`config.mk`:
```
export PLATFORM = sky130hd
export DESIGN_NAME = sdf_ctrl
export DESIGN_NICKNAME = d
export VERILOG_FILES = /design/src/hdl/sdf_pkg.sv /design/src/hdl/sdf_ctrl.sv
export SDC_FILE = /design/constraint.sdc
export NUM_CORES = 1
export LEC_CHECK = 0
export BUFFER_PORTS_ARGS = -buffer_cell sky130_fd_sc_hd__buf_2
export CAP_MARGIN = 5
export CORE_MARGIN = 4
export CORE_UTILIZATION = 47
export DETAILED_ROUTE_END_ITERATION = 8
export GPL_TIMING_DRIVEN = 0
export PLACE_DENSITY = 0.7
export SYNTH_ARGS = -nofsm -noshare
export SYNTH_HDL_FRONTEND = slang
export SYNTH_SLANG_ARGS = --single-unit
export TNS_END_PERCENT = 1
```
`constraint.sdc`:
```
create_clock -name clk_i -period 3.52 [get_ports clk_i]
set_input_delay 0.176 -clock clk_i [delete_from_list [all_inputs] [get_ports clk_i]]
set_output_delay 0.176 -clock clk_i [all_outputs]
set_load 0.01 [all_outputs]
```
`src/hdl/sdf_pkg.sv`:
```
// Package: shared types and constants for the smooth damp follower.
`timescale 1ns / 1ps
package sdf_pkg;
  localparam int unsigned QW = 32;
  localparam int unsigned RW = 31;
  localparam logic [RW-1:0] T_FLOOR = 31'd7;
  localparam logic signed [QW-1:0] C_048 = 32'sd31457;
  localparam logic signed [QW-1:0] C_0235 = 32'sd15401;
  localparam logic signed [QW-1:0] Q_ONE = 32'sd65536;
  localparam logic signed [QW-1:0] SMAX = 32'sh7FFFFFFF;
  localparam logic signed [QW-1:0] SMIN = 32'sh80000000;

  localparam logic [1:0] REG_SMOOTH = 2'd0;
  localparam logic [1:0] REG_SPEED = 2'd1;
  localparam logic [1:0] REG_STEP = 2'd2;

  typedef enum logic [2:0] {
    OP_MUL, OP_ADD, OP_SUB, OP_DIV
  } op_e;

  typedef enum logic [4:0] {
    R_W, R_X, R_SQ, R_CUBE, R_DEN, R_DECAY, R_D, R_M, R_G, R_S, R_NV, R_N,
    R_TMP, R_DT, R_T, R_SPD, R_CUR, R_TGT, R_V, R_C048, R_C0235, R_ONE
  } reg_e;

  typedef struct packed {
    logic start;
    op_e  op;
    reg_e a;
    reg_e b;
    reg_e dst;
    logic clamp;
    logic load;
    logic finish;
  } cmd_t;

  typedef struct packed {
    logic busy;
  } sts_t;

  function automatic logic signed [QW-1:0] sat32(input logic signed [65:0] x);
    if (x > 66'(SMAX)) return SMAX;
    if (x < 66'(SMIN)) return SMIN;
    return x[QW-1:0];
  endfunction
endpackage

```
`src/hdl/sdf_ctrl.sv`:
```
// Controller: sequences the operations of one item over the shared datapath.
`timescale 1ns / 1ps
module sdf_ctrl (
  input  logic clk_i,
  input  logic rst_ni,
  input  logic in_valid_i,
  output logic in_ready_o,
  output logic out_valid_o,
  input  logic out_ready_i,
  input  sdf_pkg::sts_t sts_i,
  output sdf_pkg::cmd_t cmd_o
);
  typedef enum logic [1:0] {S_IDLE, S_RUN, S_WAIT, S_OUT} state_e;
  state_e state_q;
  logic [4:0] pc_q;
  sdf_pkg::cmd_t step;
  logic is_div;

  always_comb begin
    step = '0;
    step.op = sdf_pkg::OP_MUL;
    step.a = sdf_pkg::R_W;
    step.b = sdf_pkg::R_W;
    step.dst = sdf_pkg::R_W;
    case (pc_q)
      5'd0:  begin step.op = sdf_pkg::OP_DIV; step.a = sdf_pkg::R_T;
                   step.b = sdf_pkg::R_T; step.dst = sdf_pkg::R_W; end
      5'd1:  begin step.a = sdf_pkg::R_W; step.b = sdf_pkg::R_DT; step.dst = sdf_pkg::R_X; end
      5'd2:  begin step.a = sdf_pkg::R_X; step.b = sdf_pkg::R_X; step.dst = sdf_pkg::R_SQ; end
      5'd3:  begin step.a = sdf_pkg::R_SQ; step.b = sdf_pkg::R_X; step.dst = sdf_pkg::R_CUBE; end
      5'd4:  begin step.op = sdf_pkg::OP_ADD; step.a = sdf_pkg::R_ONE;
                   step.b = sdf_pkg::R_X; step.dst = sdf_pkg::R_DEN; end
      5'd5:  begin step.a = sdf_pkg::R_C048; step.b = sdf_pkg::R_SQ; step.dst = sdf_pkg::R_TMP; end
      5'd6:  begin step.op = sdf_pkg::OP_ADD; step.a = sdf_pkg::R_DEN;
                   step.b = sdf_pkg::R_TMP; step.dst = sdf_pkg::R_DEN; end
      5'd7:  begin step.a = sdf_pkg::R_C0235; step.b = sdf_pkg::R_CUBE; step.dst = sdf_pkg::R_TMP; end
      5'd8:  begin step.op = sdf_pkg::OP_ADD; step.a = sdf_pkg::R_DEN;
                   step.b = sdf_pkg::R_TMP; step.dst = sdf_pkg::R_DEN; end
      5'd9:  begin step.op = sdf_pkg::OP_DIV; step.a = sdf_pkg::R_ONE;
                   step.b = sdf_pkg::R_DEN; step.dst = sdf_pkg::R_DECAY; end
      5'd10: begin step.op = sdf_pkg::OP_SUB; step.a = sdf_pkg::R_CUR;
                   step.b = sdf_pkg::R_TGT; step.dst = sdf_pkg::R_D; end
      5'd11: begin step.a = sdf_pkg::R_SPD; step.b = sdf_pkg::R_T; step.dst = sdf_pkg::R_M; end
      5'd12: begin step.op = sdf_pkg::OP_ADD; step.a = sdf_pkg::R_ONE; step.b = sdf_pkg::R_ONE;
                   step.dst = sdf_pkg::R_TMP; step.clamp = 1'b1; step.start = 1'b0; end
      5'd13: begin step.op = sdf_pkg::OP_SUB; step.a = sdf_pkg::R_CUR;
                   step.b = sdf_pkg::R_D; step.dst = sdf_pkg::R_G; end
      5'd14: begin step.a = sdf_pkg::R_W; step.b = sdf_pkg::R_D; step.dst = sdf_pkg::R_TMP; end
      5'd15: begin step.op = sdf_pkg::OP_ADD; step.a = sdf_pkg::R_V;
                   step.b = sdf_pkg::R_TMP; step.dst = sdf_pkg::R_TMP; end
      5'd16: begin step.a = sdf_pkg::R_TMP; step.b = sdf_pkg::R_DT; step.dst = sdf_pkg::R_S; end
      5'd17: begin step.a = sdf_pkg::R_W; step.b = sdf_pkg::R_S; step.dst = sdf_pkg::R_TMP; end
      5'd18: begin step.op = sdf_pkg::OP_SUB; step.a = sdf_pkg::R_V;
                   step.b = sdf_pkg::R_TMP; step.dst = sdf_pkg::R_TMP; end
      5'd19: begin step.a = sdf_pkg::R_TMP; step.b = sdf_pkg::R_DECAY; step.dst = sdf_pkg::R_NV; end
      5'd20: begin step.op = sdf_pkg::OP_ADD; step.a = sdf_pkg::R_D;
                   step.b = sdf_pkg::R_S; step.dst = sdf_pkg::R_TMP; end
      5'd21: begin step.a = sdf_pkg::R_TMP; step.b = sdf_pkg::R_DECAY; step.dst = sdf_pkg::R_TMP; end
      5'd22: begin step.op = sdf_pkg::OP_ADD; step.a = sdf_pkg::R_G;
                   step.b = sdf_pkg::R_TMP; step.dst = sdf_pkg::R_N; end
      default: step.finish = 1'b1;
    endcase
    if (pc_q != 5'd12 && pc_q <= 5'd22) step.start = 1'b1;
    is_div = (step.op == sdf_pkg::OP_DIV);
  end

  always_comb begin
    cmd_o = '0;
    cmd_o.op = step.op;
    cmd_o.a = step.a;
    cmd_o.b = step.b;
    cmd_o.dst = step.dst;
    if (state_q == S_RUN) begin
      cmd_o.start = step.start;
      cmd_o.clamp = step.clamp;
      cmd_o.finish = step.finish;
    end
    if (state_q == S_WAIT && !sts_i.busy) cmd_o.load = is_div;
  end

  assign in_ready_o = (state_q == S_IDLE);

  always_ff @(posedge clk_i or negedge rst_ni) begin
    if (!rst_ni) begin
      state_q <= S_IDLE;
      pc_q <= '0;
      out_valid_o <= 1'b0;
    end else begin
      case (state_q)
        S_IDLE: if (in_valid_i) begin
          state_q <= S_RUN;
          pc_q <= '0;
        end
        S_RUN: begin
          if (step.finish) begin
            state_q <= S_OUT;
            out_valid_o <= 1'b1;
          end else if (step.start) begin
            state_q <= S_WAIT;
          end else begin
            pc_q <= pc_q + 5'd1;
          end
        end
        S_WAIT: begin
          if (!sts_i.busy) begin
            state_q <= S_RUN;
            pc_q <= pc_q + 5'd1;
          end
        end
        S_OUT: if (out_ready_i) begin
          out_valid_o <= 1'b0;
          state_q <= S_IDLE;
        end
        default: state_q <= S_IDLE;
      endcase
    end
  end

  a_busy_in_run: assert property (@(posedge clk_i) disable iff (!rst_ni)
    (state_q == S_IDLE) |-> !out_valid_o) else $error("result shown while idle");
  a_out_hold: assert property (@(posedge clk_i) disable iff (!rst_ni)
    (out_valid_o && !out_ready_i) |=> out_valid_o) else $error("result dropped");
  a_no_accept: assert property (@(posedge clk_i) disable iff (!rst_ni)
    out_valid_o |-> !in_ready_o) else $error("item taken while result waits");
endmodule

```
**Yosys cells after proc, flatten, opt, wreduce, memory -nomap -nowiden**

Index checks and enable logic that the tools add are counted.

- Add/subtract/negate cells: 1
- $lt $le $gt $ge: 1
- Equal/unequal tests: 34
- Muxes and demuxes: 23
- Reductions and logical operators: 16

Operators with widths:

| operator | number |
|---|---|
| case mux 15 bit (21 select lines) | 1 |
| equality test 5 x 4 -> 1 bit, second input constant | 8 |
| equality test 5 bit, second input constant | 7 |
| OR reduction 23 bit | 1 |
| equality test 5 x 3 -> 1 bit, second input constant | 4 |
| 2-to-1 mux 5 bit | 4 |
| case mux 5 bit (3 select lines) | 1 |
| inequality test 2 bit, second input constant | 6 |
| equality test 5 x 2 -> 1 bit, second input constant | 2 |
| 2-to-1 mux 2 bit | 5 |
| 2-to-1 mux 1 bit | 9 |
| case mux 2 bit (4 select lines) | 1 |
| OR reduction 7 bit | 1 |
| case mux 2 bit (3 select lines) | 1 |
| OR reduction 2 bit | 3 |
| adder 5 x 1 -> 5 bit, second input constant | 1 |
| equality test 5 x 1 -> 1 bit, second input constant | 1 |
| <= comparator 5 bit, second input constant | 1 |
| zero test 5 bit | 1 |
| inequality test 5 x 4 -> 1 bit, second input constant | 1 |
| AND reduction 5 bit | 1 |
| equality test 2 bit, second input constant | 2 |
| AND reduction 4 bit | 1 |
| equality test 3 x 2 -> 1 bit, second input constant | 1 |
| other kinds (10) | 11 |

- Bits in registers: 8
- Input port bits: 5

**Longest topological paths before layout**

- Word-level depth: 6
- Mapped depth: 10

**Worst setup path before layout**

No wires, ideal clock.

- Kind: register to output
- From: reg pc_q[1]
- To: out cmd_o[1] (netlist name)
- Data arrival time: 1.925 ns
- Data required time: 3.344 ns
- Path slack: 1.419 ns
- Stages on the path, launching flop included: 9
- Path buffers: 1
- Cell sequence: dfrtp_1 inv_1 ha_1 clkbuf_1 or2_2 a22o_1 a21oi_1 o211ai_1 and4b_1

RTL lines:

| item | line | RTL |
|---|---|---|
| from (decl) | sdf_ctrl.sv:15 | `logic [4:0] pc_q;` |
| from (signal assigned) | sdf_ctrl.sv:101 | `pc_q <= pc_q + 5'd1;` |
| from (signal assigned) | sdf_ctrl.sv:107 | `pc_q <= pc_q + 5'd1;` |
| to (decl) | sdf_ctrl.sv:11 | `output sdf_pkg::cmd_t cmd_o` |

==> flow_metrics.tcl <==
set metrics [dict create \
    status "finished clean" \
    cts_tree "done" \
    path_class "reg2out" \
    grt_pass1_vias 1476 \
    multi_input_area_um2 1040 \
    num_antenna_cells 0 \
    antenna_found_initial 0 \
    postCtsSetupRepairBufs 0 \
    finalClockSkew_ns 0.000205 \
    grt_overflow 0 \
    ys_seq_elements 8 \
    core-area_um2 2780 \
    crit_slowest_cell "a2111oi_0" \
    track_usage_pct 21.4 \
    cp_cell_sequence "inv_1 > ha_1 > buf_2 > inv_1 > a2111oi_0 > nand3b_1 > nor2_1 > buf_2" \
    clk_pin_slew_ns 0.05 \
    synth_edf_count 0 \
    worstPathRequired_ns 3.34 \
    nNetsFinal 238 \
    dieArea_um2 3860 \
    slew_headroom_pct 30.1 \
    area_growth_syn_to_layout_pct 14.9 \
    cts.repair.resized 0 \
    yosys_warnings 0 \
    place.gp.congestion 0.910 \
    syn_inst 190 \
    synth.yosys.seq_area_share_pct 14.5 \
    vias 1587 \
    start_util_pct 49.5 \
    ant_nets 0 \
    yosys.cell_types.count 59 \
    io_buffer_count 26 \
    syn-cell-area_um2 1380 \
    rows 19 \
    slowest_delay_ns 0.91 \
    cts_root_buf "clkbuf_4" \
    critical-path-top-delay-family "compound AO/OA/AOI/OAI gates" \
    worst_setup_path_end_kind "primary output" \
    fmax_mhz 350 \
    hold_class "in2async" \
    path_max_fanout 10 \
    final_layout_size_suffix_gt1_share_pct 21.7 \
    regArea_um2 200 \
    wl_per_cell_um 16.8 \
    clock_sinks 8 \
    final-setup-viol-count 0 \
    finalSetupTns_ns 0 \
    clock_path_buffers 2 \
    drtIter0Drc 154 \
    dpl.hpwl_mm 3.29 \
    io_pins 29 \
    clk_latency_ns 0.24 \
    wl_mm 4.22 \
    grt_max_degree 11 \
    synth_flop_cell "dfrtp_1" \
    die_y_um 62.1 \
    drc 0 \
    viasPerCell 6.30 \
    period_share_pct 81.1 \
    grt_pass1_wl_mm 7.08 \
    hold_violations 0 \
    dr.pass1.iters 5 \
    min_period_ns 2.85 \
    cap_violations 0 \
    syn_area_per_cell_um2 7.25 \
    cp.arrival_ns 2.68 \
    die_w_um 62.1 \
    grt_setup_unrepaired "false" \
    async_flop_share_pct 100 \
    cts_made_buffers 3 \
    path_buf_inv 4 \
    critPathLaunchType "flop" \
    cts_max_level 1 \
    worstMarginPinSlew_ns 1.02 \
    cts_hold_buf 1 \
    slew_viol_final 0 \
    final.fill_count 283 \
]
## worst reg2reg max path: cells and delay by family, from the launching register on
kind	cells	cell delay (ns)
adders and majority gates	1	0.19
buffers and inverters	4	0.57
and+or+nand+nor	1	0.25
AOI/OAI and AO/OA	2	1.06
muxes	1	0.21
DFF	1	0.41
## flip-flops by register name, indices dropped and copies added, names as in the netlist
register     cells
pc_q             5
state_q          2
out_valid_o      1
## stage by stage
step	setup slack, ns	util (%)	hold WS, ns	std cells	cell area [µm²]
2_1_floorplan	1.42	-	-0.120	191	1380
5_1_grt	0.508	56.9	0.291	252	1580
3_3_place_gp	0.919	55.7	0.0149	248	1550
6_report	0.666	56.9	0.297	252	1580
4_1_cts	0.746	56.9	0.280	252	1580
3_5_place_dp	0.915	55.7	0.0199	248	1550
## area by class of cell
class / count / area share [%]
well taps: 31 / 2.45
clock buffers: 3 / 1.42
flip-flops and latches: 8 / 12.6
repair buffers: 27 / 8.85
plain buffers: 17 / 6.17
multi-input cells: 154 / 65.6
inverters: 12 / 2.85
## layout by cell type (no fill, tap or decap), drive strengths merged, types with 2 or more instances in the layout
cell type,instances
a21oi,14
nor2b,6
or3,3
a2111oi,2
inv,11
and2,2
nand2b,4
nand4,2
o211ai,4
or2,2
nand4b,2
ha,10
dfrtp,8
o21ai,15
nor3,2
o2111ai,2
nor2,15
o21ba,2
xor2,2
buf,38
clkbuf,8
nand3,7
a211o,2
a211oi,2
mux2i,7
conb,2
nand2,18
nand3b,2
o221ai,4
## cells in the mapped netlist, types with 2 or more instances
master	count	area share [%]
nand2_1	18	4.9
nor2_1	15	4.1
o21ai_0	15	5.4
a21oi_1	14	5.1
inv_1	11	3.0
ha_1	10	9.1
dfrtp_1	8	15
mux2i_1	7	5.1
nand3_1	7	2.5
buf_2	6	2.2
nor2b_1	6	2.7
clkbuf_1	5	1.4
nand2b_1	4	1.8
o211ai_1	4	2.2
buf_4	3	1.6
o221ai_1	3	1.9
or3_1	3	1.4
a2111oi_0	2	1.3
a211o_1	2	1.3
and2_1	2	0.91
buf_6	2	1.6
nand3b_1	2	1.1
nand4b_1	2	1.3
nor3_1	2	0.73
o2111ai_1	2	1.3
xor2_1	2	1.3
## per-layer routing
layer	global-route usage [%]	share of wire [%]	vias to the layer above	routed length [µm]
met5	0	0	-	0
met4	10.3	1.2	0	49
met3	1.62	7.8	6	328
met2	36.1	50	90	2100
met1	27.3	41	737	1750
li1	-	-	754	-
## cells by family (layout without fill, tap and decap cells)
logic type	count (synthesis)	count (layout)	synth area share, %
fa+ha+maj	10	10	9.08
flops	8	8	14.5
mux	8	8	5.90
xor+xnor	2	2	1.27
simple gates	72	72	28.0
compound gates	60	60	30.6
other cells	1	2	0.272
buf+inv	29	59	10.4
## path summary, 6_finish.rpt
| path | start | cells after the start | endpoint | slack [ns] |
|---|---|---|---|---|
| worst max-delay path | pc_q[0] | 8 | cmd_o[0] | 0.67 |
| max in group asynchronous | rst_ni | 2 | pc_q[4] | 3.07 |
| worst min register to register | out_valid_o | 2 | out_valid_o | 0.57 |
| worst max register to register | pc_q[0] | 9 | pc_q[4] | 0.74 |
| worst min-delay path | rst_ni | 2 | state_q[1] | 0.30 |
| min in group clk_i | out_ready_i | 4 | out_valid_o | 0.33 |
Power is not shown: default switching activity piles up to over one toggle a cycle in this logic, so the estimate is an artifact.
